**config.mk**
```make
export PLATFORM = sky130hd
export DESIGN_NAME = ivhf_div
export DESIGN_NICKNAME = d
export VERILOG_FILES = /design/src/design/ivhf_div.sv
export SDC_FILE = /design/constraint.sdc
export NUM_CORES = 1
export LEC_CHECK = 0
export BUFFER_PORTS_ARGS = -buffer_cell sky130_fd_sc_hd__buf_4
export CAP_MARGIN = 20
export CORE_MARGIN = 5
export CORE_UTILIZATION = 59
export CTS_CLUSTER_SIZE = 10
export DETAILED_ROUTE_END_ITERATION = 10
export GPL_ROUTABILITY_DRIVEN = 0
export PLACE_DENSITY = 0.82
export SYNTH_ARGS = -nofsm -noshare
export SYNTH_HDL_FRONTEND = slang
export SYNTH_SLANG_ARGS = --single-unit
```
**constraint.sdc**
```tcl
create_clock -name i_clk -period 5.4 [get_ports i_clk]
set_input_delay 0.27 -clock i_clk [delete_from_list [all_inputs] [get_ports i_clk]]
set_output_delay 0.27 -clock i_clk [all_outputs]
set_load 0.01 [all_outputs]
```
**src/design/ivhf_div.sv**
```systemverilog
// restoring divider, one quotient bit per cycle
module ivhf_div (
    input  logic        i_clk,
    input  logic        i_rst_n,
    input  logic        i_go,
    input  logic [55:0] i_num,
    input  logic [39:0] i_den,
    output logic        o_done,
    output logic [55:0] o_quot
);

    logic [55:0] r_q;
    logic [40:0] r_rem;
    logic [5:0]  r_cnt;
    logic        r_busy;
    logic [40:0] w_try;

    assign w_try = {r_rem[39:0], r_q[55]};

    always_ff @(posedge i_clk) begin
        if (!i_rst_n) begin
            r_busy <= 1'b0;
            o_done <= 1'b0;
        end else begin
            o_done <= 1'b0;
            if (i_go) begin
                r_busy <= 1'b1;
                r_q    <= i_num;
                r_rem  <= '0;
                r_cnt  <= '0;
            end else if (r_busy) begin
                if (w_try >= {1'b0, i_den}) begin
                    r_rem <= w_try - {1'b0, i_den};
                    r_q   <= {r_q[54:0], 1'b1};
                end else begin
                    r_rem <= w_try;
                    r_q   <= {r_q[54:0], 1'b0};
                end
                r_cnt <= r_cnt + 6'd1;
                if (r_cnt == 6'd55) begin
                    r_busy <= 1'b0;
                    o_done <= 1'b1;
                end
            end
        end
    end

    assign o_quot = r_q;

endmodule

```
==> flow_summary.ini <==
[clock_network]
clk_pin_slew_ns = 0.08
postCtsHoldBufs = 0
post_cts_buffers = 0
ctsResizeCount = 0
cts_made_buffers = 9
root_buffer = clkbuf_16
cts_sinks = 104
insertion_delay_ns = 0.36
tritoncts = yes
clockBufferDepth = 2
h-tree-depth = 3

[power_and_ir_drop]
p_per_area_nw_per_um2 = 283
vdd_drop_max_uv = 214
cellLeakagePower_nw = 3.64

[detailed_routing]
wire_per_inst_um = 18.2
met3_length_um = 1500
drt-pass1-iter-count = 5
finalWirelength_um = 16900
drcViolationCount = 0
met2_length_um = 8210
antenna_left = 0
post_drt_via_cell_ratio = 5.84
wl_met1_um = 6750
drt_iter0_markers = 338
dr.max_layer_used = met4
route.vias.total = 5400

[critical_path]
crit-reg2reg-capture = r_rem[9]
cp_slowest_cell = a311o_2
reg2reg_from = r_rem[6]
criticalPathCategory = reg -> reg
critical_path_buf_inv_count = 0
slowest_delay_ns = 0.87
critPathTopFamily = compound AO/OA/AOI/OAI gates
worstPathCellList = ha_1 -> nand4_1 -> or3_1 -> a211oi_2 -> nor3_1 -> o31a_1 -> o21bai_4 -> a311o_2 -> nand2b_1 -> o31ai_1
r2r_cells = 10
cp_max_fo = 33
crit_path_start_kind = flip-flop
critPathLaunch = r_rem[6]
cp_data_arrival_time_ns = 4.16
regToRegSetupSlack_ns = 1.42
worstSetupEndpointType = flip-flop
crit_required_ns = 5.58

[floorplan]
fp.dieW_um = 118
die_area_um2 = 13900
initial_utilization = 0.603
core-area_um2 = 11400
ios = 156
die_h_um = 118
rows = 39

[timing]
period_minus_slack_ns = 3.98
finClkSkew_ns = 0.00765
drv_slew = 0
worst_pin_slew_ns = 1.00
setup_violations = 0
max_freq_mhz = 251
rsz0062_at_grt = false
fin_tns_setup_ns = 0
layout_setup_ws_ns = 1.42
relSlewSlack = 0.332
fin_crit_sh = 0.737
timing.final.hold_violations = 0

[synthesis]
syn-num-nets = 777
synth-async-reset-ratio = 0
synth.cell_area_um2 = 6880
yosys_warnings = 0
syn_inst = 636
synth_cell_type_count = 59
avgSynthCellArea_um2 = 10.8
synthFlopType = edfxtp_1
seq_area_frac_synth = 0.451
synth_edf_count = 102
synth_seq_cells = 104

[place]
dp_worst_setup_slack_ns = 1.43
hpwl_um = 12400
port_buffers = 155

[cells_and_area]
insertedDiodeCount = 0
fillCellCount = 797
multi_input_area_um2 = 3480
fin_nets = 918
synthToLayoutAreaGrowth_pct = 22.3
drive_gt1_frac = 0.309
ff_latch_area_um2 = 3100

[grt]
grt_use_total = 0.239
grt_max_degree = 71
grt_pass1_wl_um = 27400
grt_pass1_vias = 5580
antenna_found_initial = 0
overflow = 0

[min_path]
hp-class = in -> reg
min_from = i_rst_n
hold_path_depth = 2
holdPathEnd = o_done

[run_status]
status = finished clean

[job]
maxCapViolations = 0
-- cell type report --
cell class	instances	area share
multi-input cells	456	0.414
flip-flops and latches	104	0.369
repair buffers	157	0.140
clock inverters	6	0.00624
clock buffers	10	0.0284
inverters	49	0.0219
well taps	143	0.0213
-- per-stage QoR --
stage | util | area [um^2] | instances | hold WS [ns] | power (mW)
2_1_floorplan | - | 6880 | 636 | 0.423 | 1.54
3_3_place_gp | 0.712 | 8130 | 909 | 0.486 | 1.72
3_5_place_dp | 0.712 | 8130 | 909 | 0.493 | 1.74
4_1_cts | 0.737 | 8420 | 925 | 0.160 | 2.39
5_1_grt | 0.737 | 8420 | 925 | 0.172 | 2.51
6_report | 0.737 | 8420 | 925 | 0.165 | 2.39
-- cells in the mapped netlist (all sizes together), types with 3 or more instances --
master  number  share of area
clkbuf      17         0.0093
mux2        56          0.092
o31ai        7         0.0084
xnor2       21          0.027
or4          5         0.0055
nand2b       3         0.0027
a211oi       6         0.0080
a31oi        4         0.0036
ha          41          0.075
and2         4         0.0036
a221o        3         0.0044
o31a         5         0.0064
nor3b        3         0.0033
nor2        54          0.029
o21bai       6         0.0082
a21boi       4         0.0044
nand4       11          0.010
nand2       31          0.017
or2          4         0.0036
a21oi       36          0.026
nor3         6         0.0044
inv         49          0.027
o21ai       24          0.017
buf         10         0.0087
nor2b       11          0.010
nand3       10         0.0073
a21o        17          0.019
edfxtp     102           0.45
o21a         8         0.0087
or3          3         0.0027
mux2i       25          0.036
xor2        11          0.014
and3         6         0.0055
nand3b      10          0.011
-- layer usage --
| metal | vias to the layer above | track usage |
|---|---|---|
| met1 | 2549 | 0.288 |
| met5 | - | 0 |
| li1 | 2648 | - |
| met3 | 25 | 0.0860 |
| met4 | 0 | 0.0889 |
| met2 | 178 | 0.395 |
-- how the worst max path moves through the flow --
stage,slack [ns],to,cells after the start
6_report,1.42,r_rem[9],10
5_1_grt,1.15,r_rem[9],10
4_1_cts,1.41,r_rem[9],10
3_5_place_dp,1.43,r_rem[9],10
3_3_place_gp,1.61,r_rem[9],12
2_1_floorplan,1.98,o_quot[0],2
-- flip-flops by register name, indices dropped and copies added, names as in the netlist --
register,cells
r_rem,40
o_quot,56
r_cnt,6
o_done,1
r_busy,1
-- worst register-to-register path: cells and delay by family, from the launching register on --
kind / cells / cell delay (ns)
AND/OR/NAND/NOR: 4 / 1.03
flip-flops: 1 / 0.39
AO/OA/AOI/OAI: 5 / 1.98
adder cells (fa/ha/maj): 1 / 0.41
-- where the power goes --
part	switching [mW]	internal, mW	total (mW)
sequential	0.0391	0.980	1.02
combinational	0.380	0.336	0.716
clock	0.317	0.333	0.650
total	0.736	1.65	2.39
-- cell usage in the layout (no fill, tap or decap), drive strengths merged, types with 5 or more instances in the layout --
cell,synthesis,final
nand2,31,31
a211oi,6,6
mux2,56,56
and3,6,6
a21o,17,17
clkbuf,17,10
o31ai,7,7
o31a,5,5
inv,49,51
xnor2,21,21
o21bai,6,6
nor2b,11,11
nand4,11,11
nor2,54,54
edfxtp,102,102
o21a,8,8
ha,41,41
buf,10,157
nand3b,10,10
o21ai,24,24
or4,5,5
a21oi,36,36
nor3,6,6
xor2,11,11
mux2i,25,25
nand3,10,10
-- kinds of logic (layout without fill, tap and decap cells) --
family                     count (synthesis)  count (layout)  synth area share
adders and majority gates                 42              42            0.0774
DFF                                      104             104             0.451
muxes                                     81              81             0.128
AOI/OAI and AO/OA                        133             133             0.134
xor gates and xnor gates                  32              32            0.0407
buffers and inverters                     76             222            0.0447
and+or+nand+nor                          168             168             0.125
No activity file was read; power rests on OpenSTA's default activity.
