$ cat src/design/ivhf_pkg.sv
package ivhf_pkg;

    localparam int unsigned MaxStates = 64;
    localparam int unsigned OneQ15    = 32768;
    localparam int unsigned HalfQ15   = 16384;

    typedef struct packed {
        logic [63:0] allowed_mask;
        logic [14:0] recomb_fraction;
        logic        first_locus;
    } t_in_item;

    typedef struct packed {
        logic [5:0]  state_index;
        logic [15:0] probability;
        logic        last_state;
    } t_out_item;

    typedef enum logic [2:0] {
        S_IDLE,
        S_POW,
        S_ACC,
        S_SUM,
        S_DIV,
        S_EMIT
    } t_state;

    // control from the sequencer to the accumulator row
    typedef struct packed {
        logic clear;
        logic step;
        logic load_first;
        logic shift_out;
    } t_cell_ctl;

endpackage

$ cat src/design/ivhf_cell.sv
// one accumulator cell: owns state j, sees prev_probs streaming past
module ivhf_cell import ivhf_pkg::*; #(
    parameter int unsigned MEIOSES = 6
) (
    input  logic                 i_clk,
    input  t_cell_ctl            i_ctl,
    input  logic [MEIOSES-1:0]   i_index,
    input  logic                 i_allowed,
    input  logic [MEIOSES-1:0]   i_q,
    input  logic [15:0]          i_prob,
    input  logic [16*(MEIOSES+1)-1:0] i_powers,
    input  logic [39:0]          i_acc_next,
    output logic [39:0]          o_acc
);

    logic [39:0]        r_acc;
    logic [MEIOSES-1:0] w_x;
    logic [3:0]         w_k;
    logic [15:0]        w_pw;
    logic [31:0]        w_prod;

    always_comb begin
        w_x = i_q ^ i_index;
        w_k = '0;
        for (int b = 0; b < MEIOSES; b++) begin
            w_k = w_k + {3'd0, w_x[b]};
        end
        w_pw = i_powers[w_k*16 +: 16];
        w_prod = i_prob * w_pw;
    end

    always_ff @(posedge i_clk) begin
        if (i_ctl.clear) begin
            r_acc <= '0;
        end else if (i_ctl.load_first) begin
            r_acc <= i_allowed ? 40'(OneQ15) : '0;
        end else if (i_ctl.step) begin
            if (i_allowed) begin
                r_acc <= r_acc + {8'd0, w_prod};
            end
        end else if (i_ctl.shift_out) begin
            r_acc <= i_acc_next;
        end
    end

    assign o_acc = r_acc;

endmodule

$ cat config.mk
export PLATFORM = sky130hd
export DESIGN_NAME = ivhf_cell
export DESIGN_NICKNAME = d
export VERILOG_FILES = /design/src/design/ivhf_pkg.sv /design/src/design/ivhf_cell.sv
export SDC_FILE = /design/constraint.sdc
export NUM_CORES = 1
export LEC_CHECK = 0
export ABC_AREA = 1
export BUFFER_PORTS_ARGS = -buffer_cell sky130_fd_sc_hd__buf_2
export CORE_ASPECT_RATIO = 2
export CORE_MARGIN = 2
export CORE_UTILIZATION = 27
export CTS_CLUSTER_DIAMETER = 150
export DETAILED_ROUTE_END_ITERATION = 12
export PLACE_DENSITY = 0.46
export SLEW_MARGIN = 15
export SYNTH_ARGS = -nofsm -noshare
export SYNTH_HDL_FRONTEND = slang
export SYNTH_SLANG_ARGS = --single-unit
$ cat constraint.sdc
create_clock -name i_clk -period 7.85 [get_ports i_clk]
set_input_delay 0 -clock i_clk [delete_from_list [all_inputs] [get_ports i_clk]]
set_output_delay 0 -clock i_clk [all_outputs]
set_load 0.05 [all_outputs]
==> impl_summary.txt, run 1 <==
----------------------------------------------------
[Cells and area]
  Share of final-layout standard cells stronger than drive strength 1 ... 0.2394
  Register cell area after layout ... 800.8 sq um
  Number of flip-flops in the largest register ... 40
  Post-synthesis to final-layout area growth ... 27.81%
  Count of filler cells inserted in the layout ... 5379
  Nets@finish ... 2802
  Footprint of the multi-input gates ... 11060 sq um
  Number of diodes added for antenna fixing ... 0

[Routing]
  Number of violations reported at the end of detailed-routing iteration 0 ... 546
  Antenna viol nets, final ... 0
  Post-route DRC violation count ... 0
  Number of vias in the routed layout ... 13220
  Routed len/inst ... 18.10 um
  Detailed-route vias per instance ... 4.526
  Drt pass-1 iters ... 6
  Routed Wire Length ... 52850 um

[Clock network]
  TritonCTS clock tree ... done
  CTS sink cnt ... 40
  Worst skew pair latency ... 310 ps
  Clock slew at the register clock pins of the worst setup and hold paths ... 70 ps
  Deepest clock path buffer count ... 2
  Master cell of the clock root buffer ... sky130_fd_sc_hd__clkbuf_16
  Clock buffer count from CTS ... 5
  H-tree depth ... 2

[Yosys]
  Share of async-settable or async-resettable flops after synthesis ... 0
  Number of distinct library cell variants in the gate-level netlist after synthesis ... 35
  Number of flip-flops and latches in the synthesized netlist ... 40
  Most used DFF post-synth ... sky130_fd_sc_hd__dfxtp_1
  Yosys top cell by area ... sky130_fd_sc_hd__fa_1
  Main area contributors after synthesis ... sky130_fd_sc_hd__fa_1, sky130_fd_sc_hd__inv_1, sky130_fd_sc_hd__nand2_1
  Area share of the largest cell type after synthesis ... 0.3417
  Number of nets produced by synthesis ... 2465
  Sequential-to-total area share from yosys stat ... 0.05969
  Most used standard cells in the synthesized netlist ... sky130_fd_sc_hd__inv_1, sky130_fd_sc_hd__nand2_1, sky130_fd_sc_hd__nor2_1
  Summed instance area of the synthesized netlist ... 13420 sq um
  Synth warn ... 0
  Most repeated cell in the gate-level netlist after synthesis ... sky130_fd_sc_hd__inv_1
  Count of flip-flops with a built-in enable after synthesis ... 0
  Mapped Cells ... 1939
  Syn avg cell area ... 6.919 sq um

[Timing]
  Setup repair after global routing missed its margin ... yes
  Fin Clk Skew ... 6.501 ps
  Final hold viol count ... 0
  Max-slew violation count ... 0
  Final Critical Period ... 7780 ps
  FMAX ... 128.5 MHz
  PnR worst setup slack ... 69.56 ps
  Worst slew pin tran ... 950.0 ps
  Relative slew slack ... 0.3657
  Final period utilization ... 0.9911
  # setup viols final ... 0

[Die]
  Die footprint ... 51590 sq um
  Initial standard-cell utilization of the core ... 0.2734
  FP Rows ... 115
  Die H ... 319.2 um
  Die Wd ... 161.6 um
  Area inside the core boundary ... 49070 sq um
  Number of ports placed on the die boundary ... 226

[Place]
  Final RePlAce weighted congestion ... 0.9781
  Detailed-placement wirelength estimate ... 46350 um
  Setup WS pre-CTS ... -595.4 ps
  Total of buffers placed on input and output ports ... 225

[Run status]
  Result of the run ... finished clean

[Setup path]
  Number of buffers and inverters on the critical path ... 11
  Worst setup EP type ... register
  Slowest CP cell ... sky130_fd_sc_hd__fa_1
  Crit path largest cell delay ... 550 ps
  Required time of the critical path ... 8030 ps
  Max Fanout on Critical Path ... 8
  Arrival time reported for the critical path endpoint ... 7960 ps
  FF-to-FF setup slack ... 3470 ps
  Crit Path Category ... input port to register
  Largest delay share family, worst path ... adder cells
  Startpoint class of the critical path ... input port

[Global routing]
  First-pass GRT wire length ... 80300 um
  Global-route usage over all layers ... 0.2053
  Number of antenna violations at the first check in global routing ... 0
  Pin count of the biggest net entering global routing ... 62
  GRT overflow ... 0
  Number of global-route vias before repair ... 14350

[Min path]
  Class of the tightest hold or removal check ... input port to register

[Job]
  Max-capacitance violation count ... 0

----------------------------------------------------
-- cell type report --
type                       count  share of cell area
clock inverter                 2           0.0005838
inverter                     485              0.1072
multi-input combinational   1355              0.6452
clock buffer                   6            0.008100
tap                          643             0.04692
timing repair buffer         389              0.1453
sequential                    40             0.04670
-- through the flow --
stage	utilization	instances	TNS, ps	hold WS, ps	cell area [sq um]
global route	0.3495	2920	-732.4	46.08	17150
finish	0.3495	2920	0	19.91	17150
CTS	0.3374	2915	0	11.53	16560
detailed placement	0.3319	2901	-9489	305.1	16280
global placement	0.3319	2901	-9791	293.2	16280
floorplan	-	1939	0	189.9	13420
-- routing by layer --
| layer | wire, um | vias to the layer above | track usage |
|---|---|---|---|
| li1 | - | 6403 | - |
| met1 | 17900 | 6323 | 0.1995 |
| met2 | 29970 | 382 | 0.4167 |
| met3 | 1663 | 109 | 0.01249 |
| met4 | 3314 | 0 | 0.1150 |
| met5 | 0 | - | 0 |
-- final timing paths --
| kind | from | endpoint | depth (start not counted) |
|---|---|---|---|
| max | i_index[3] | o_acc[30] | 37 |
| min | i_acc_next[5] | o_acc[5] | 3 |
| max reg2reg | o_acc[15] | o_acc[30] | 20 |
| min reg2reg | o_acc[9] | o_acc[9] | 2 |
-- timing repair --
action	CTS	global route
hold buffers	6	0
pin swaps	4	35
endpoints found under the setup margin	21	27
gates resized for setup	13	126
cloned	0	2
buffers inserted	0	4
endpoints found under the hold margin	5	0
-- tightest hold or removal path, cell delays in order --
cell and delay (ps):
sky130_fd_sc_hd__buf_2 100, sky130_fd_sc_hd__o211ai_1 80, sky130_fd_sc_hd__a21oi_1 110
-- kinds of logic (layout without fill, tap and decap cells) --
group | count (synthesis) | count (layout) | share of synthesized area
simple gates | 783 | 784 | 0.2338
buf+inv | 545 | 882 | 0.1594
fa+ha+maj | 340 | 340 | 0.4453
compound gates | 207 | 207 | 0.08618
flops | 40 | 40 | 0.05969
xor+xnor | 24 | 24 | 0.01567
-- cells in the final DEF (no fill, tap or decap), drive strengths merged, types with 5 or more instances in the layout --
cell type	instances
a21oi	127
o21bai	6
nand3	58
buf	383
xor2	19
xnor2	5
dfxtp	40
o211ai	8
clkinv	8
o21ai	45
a221o	11
ha	111
fa	229
clkbuf	6
o221ai	5
nor2	241
inv	479
nand2	467
nor3	12
dlygate4sd3	6
Power of run 1 is not shown: default switching activity piles up to over one toggle a cycle in this logic, so the estimate is an artifact.
==> inputs of run 2 (changes only) <==
--- a/config.mk
+++ b/config.mk
@@ -7,7 +7,7 @@
 export LEC_CHECK = 0
 export ABC_AREA = 1
 export BUFFER_PORTS_ARGS = -buffer_cell sky130_fd_sc_hd__buf_2
-export CORE_ASPECT_RATIO = 2
+export CORE_ASPECT_RATIO = 0.75
 export CORE_MARGIN = 2
 export CORE_UTILIZATION = 27
 export CTS_CLUSTER_DIAMETER = 150
==> run 2 against run 1 <==
Hold slack lost 8.5 ps. Die area shrank 0.17%. Sequential cell count is the same. Critical path type unchanged. Largest cell class unchanged.
==> impl_summary.txt, run 2 (synthesized netlist as in run 1, its figures left out) <==
----------------------------------------------------
[Routing]
  Routed Wire Length ... 50320 um (-4.8%)
  Detailed-route vias per instance ... 4.465 (-1.4%)
  Post-route DRC violation count ... 0 (unchanged)
  Antenna viol nets, final ... 0 (unchanged)
  Number of violations reported at the end of detailed-routing iteration 0 ... 886 (+62%)
  Drt pass-1 iters ... 5 (-1)
  Number of vias in the routed layout ... 12900 (-2.4%)
  Routed len/inst ... 17.42 um (-3.7%)

[Die]
  Initial standard-cell utilization of the core ... 0.2745 (+0.001085)
  FP Rows ... 70 (-39%)
  Area inside the core boundary ... 48870 sq um (-0.40%)
  Die H ... 197.0 um (-38%)
  Number of ports placed on the die boundary ... 226 (unchanged)
  Die footprint ... 51500 sq um (-0.17%)
  Die Wd ... 261.4 um (+62%)

[Setup path]
  Startpoint class of the critical path ... input port
  Required time of the critical path ... 8010 ps (-20 ps)
  Arrival time reported for the critical path endpoint ... 7680 ps (-280 ps)
  Endpoint of the worst-slack reg-to-reg timing path ... o_acc[36]
  Crit path largest cell delay ... 550 ps (about the same)
  Reg2Reg Depth ... 21 (+5.0%)
  FF-to-FF setup slack ... 3510 ps (+40 ps)
  Cell repeated most along the worst path ... sky130_fd_sc_hd__fa_1
  Slowest CP cell ... sky130_fd_sc_hd__fa_1
  Max Fanout on Critical Path ... 11 (+3)
  Critical register-to-register path startpoint ... o_acc[10]
  Worst setup EP type ... register
  Crit Path Category ... input port to register

[Cells and area]
  Commonest cells after routing, fill and taps aside ... sky130_fd_sc_hd__inv_1, sky130_fd_sc_hd__nand2_1, sky130_fd_sc_hd__nor2_1, sky130_fd_sc_hd__buf_2, sky130_fd_sc_hd__fa_1
  Register cell area after layout ... 800.8 sq um (unchanged)
  Number of flip-flops in the largest register ... 40 (unchanged)
  Count of filler cells inserted in the layout ... 5367 (-0.22%)
  Final std cells w/o fill ... 2888 (-1.1%)
  Footprint of the multi-input gates ... 10900 sq um (-1.5%)
  Commonest non-fill, non-tap cell in the layout ... sky130_fd_sc_hd__inv_1
  Post-synthesis to final-layout area growth ... 25.55%
  Nets@finish ... 2763 (-1.4%)
  Share of final-layout standard cells stronger than drive strength 1 ... 0.2131 (-0.02621)

[Clock network]
  CTS sink cnt ... 40 (unchanged)
  TritonCTS clock tree ... done
  Deepest clock path buffer count ... 2 (unchanged)
  H-tree depth ... 2 (unchanged)
  Clock slew at the register clock pins of the worst setup and hold paths ... 70 ps (about the same)
  Clock buffer count from CTS ... 5 (unchanged)
  Master cell of the clock root buffer ... sky130_fd_sc_hd__clkbuf_16
  Worst skew pair latency ... 320 ps (about the same)

[Min path]
  Beginning of the worst hold path ... i_acc_next[5]
  WHS Endpoint ... o_acc[5]
  Class of the tightest hold or removal check ... input port to register
  Worst hold path depth ... 3 (unchanged)

[Timing]
  Setup repair after global routing missed its margin ... yes
  Final period utilization ... 0.9581 (-0.03299)
  Sum of negative setup slack ... 0 ps (unchanged)
  Max-slew violation count ... 0 (unchanged)
  Worst hold slack ... 11.36 ps (-8.547 ps)
  Final Critical Period ... 7521 ps (-259.0 ps)
  Worst slew pin tran ... 932.2 ps (-17.85 ps)
  FMAX ... 133.0 MHz (+3.4%)
  # setup viols final ... 0 (unchanged)
  Fin Clk Skew ... 6.956 ps (+0.4550 ps)
  Final hold viol count ... 0 (unchanged)
  Relative slew slack ... 0.3785 (+0.01282)

[Job]
  Max-capacitance violation count ... 0 (unchanged)

[Global routing]
  First-pass GRT wire length ... 79040 um (-1.6%)
  GRT overflow ... 0 (unchanged)
  Number of global-route vias before repair ... 13370 (-6.8%)
  Pin count of the biggest net entering global routing ... 62 (unchanged)
  Global-route usage over all layers ... 0.2007 (-0.004667)
  Number of antenna violations at the first check in global routing ... 2 (+2)

[Place]
  Detailed-placement wirelength estimate ... 43340 um (-6.5%)
  Total of buffers placed on input and output ports ... 225 (unchanged)
  Final RePlAce weighted congestion ... 0.9354 (-4.4%)
  Placed Cells incl. Taps ... 2862 (-1.3%)

[Run status]
  Result of the run ... finished clean

----------------------------------------------------
run 2: how the worst max path moves through the flow:
stage | startpoint | to | slack, ps | depth (start not counted)
2_1_floorplan | i_q[3] | o_acc[28] | 590 | 36
5_1_grt | i_q[0] | o_acc[25] | -20 | 36
3_5_place_dp | i_q[3] | o_acc[25] | -240 | 36
3_3_place_gp | i_q[3] | o_acc[25] | -250 | 36
4_1_cts | i_index[1] | o_acc[25] | 60 | 36
6_report | i_index[3] | o_acc[29] | 330 | 35
run 2: layout make-up:
cell class,count,share of cell area
diodes,2,0.0002972
clock buffers,5,0.007429
clock inverters,3,0.002749
inverters,485,0.1108
multi-input cells,1354,0.6471
flip-flops and latches,40,0.04754
well taps,648,0.04814
repair buffers,351,0.1360
run 2: worst max-delay path: cells and delay by family:
kind	cells	cell delay [ps]
fa+ha+maj	11	4960
buf+inv	9	790
simple gates	11	1240
xor+xnor	1	140
compound gates	3	520
run 2: per-layer routing:
layer	share of wire	routed length, um	global-route usage
met1	0.51	25530	0.3089
met2	0.43	21680	0.3062
met3	0.052	2607	0.02245
met4	0.0099	500	0.02736
met5	0	0	0
run 2: what timing repair did:
item | in CTS | in global routing
setup buffers | 0 | 7
setup endpoints to repair | 0 | 30
gates resized for setup | 0 | 115
hold buffers | 7 | 0
endpoints found under the hold margin | 6 | 0
run 2: through the flow:
step	area (sq um)	setup slack (ps)	util
floorplan	13420	590.6	-
global placement	16020	-247.0	0.3279
detailed placement	16020	-235.4	0.3279
CTS	16260	61.18	0.3328
global route	16840	-15.31	0.3446
finish	16840	328.5	0.3446
Power of run 2 is left out for the same reason.
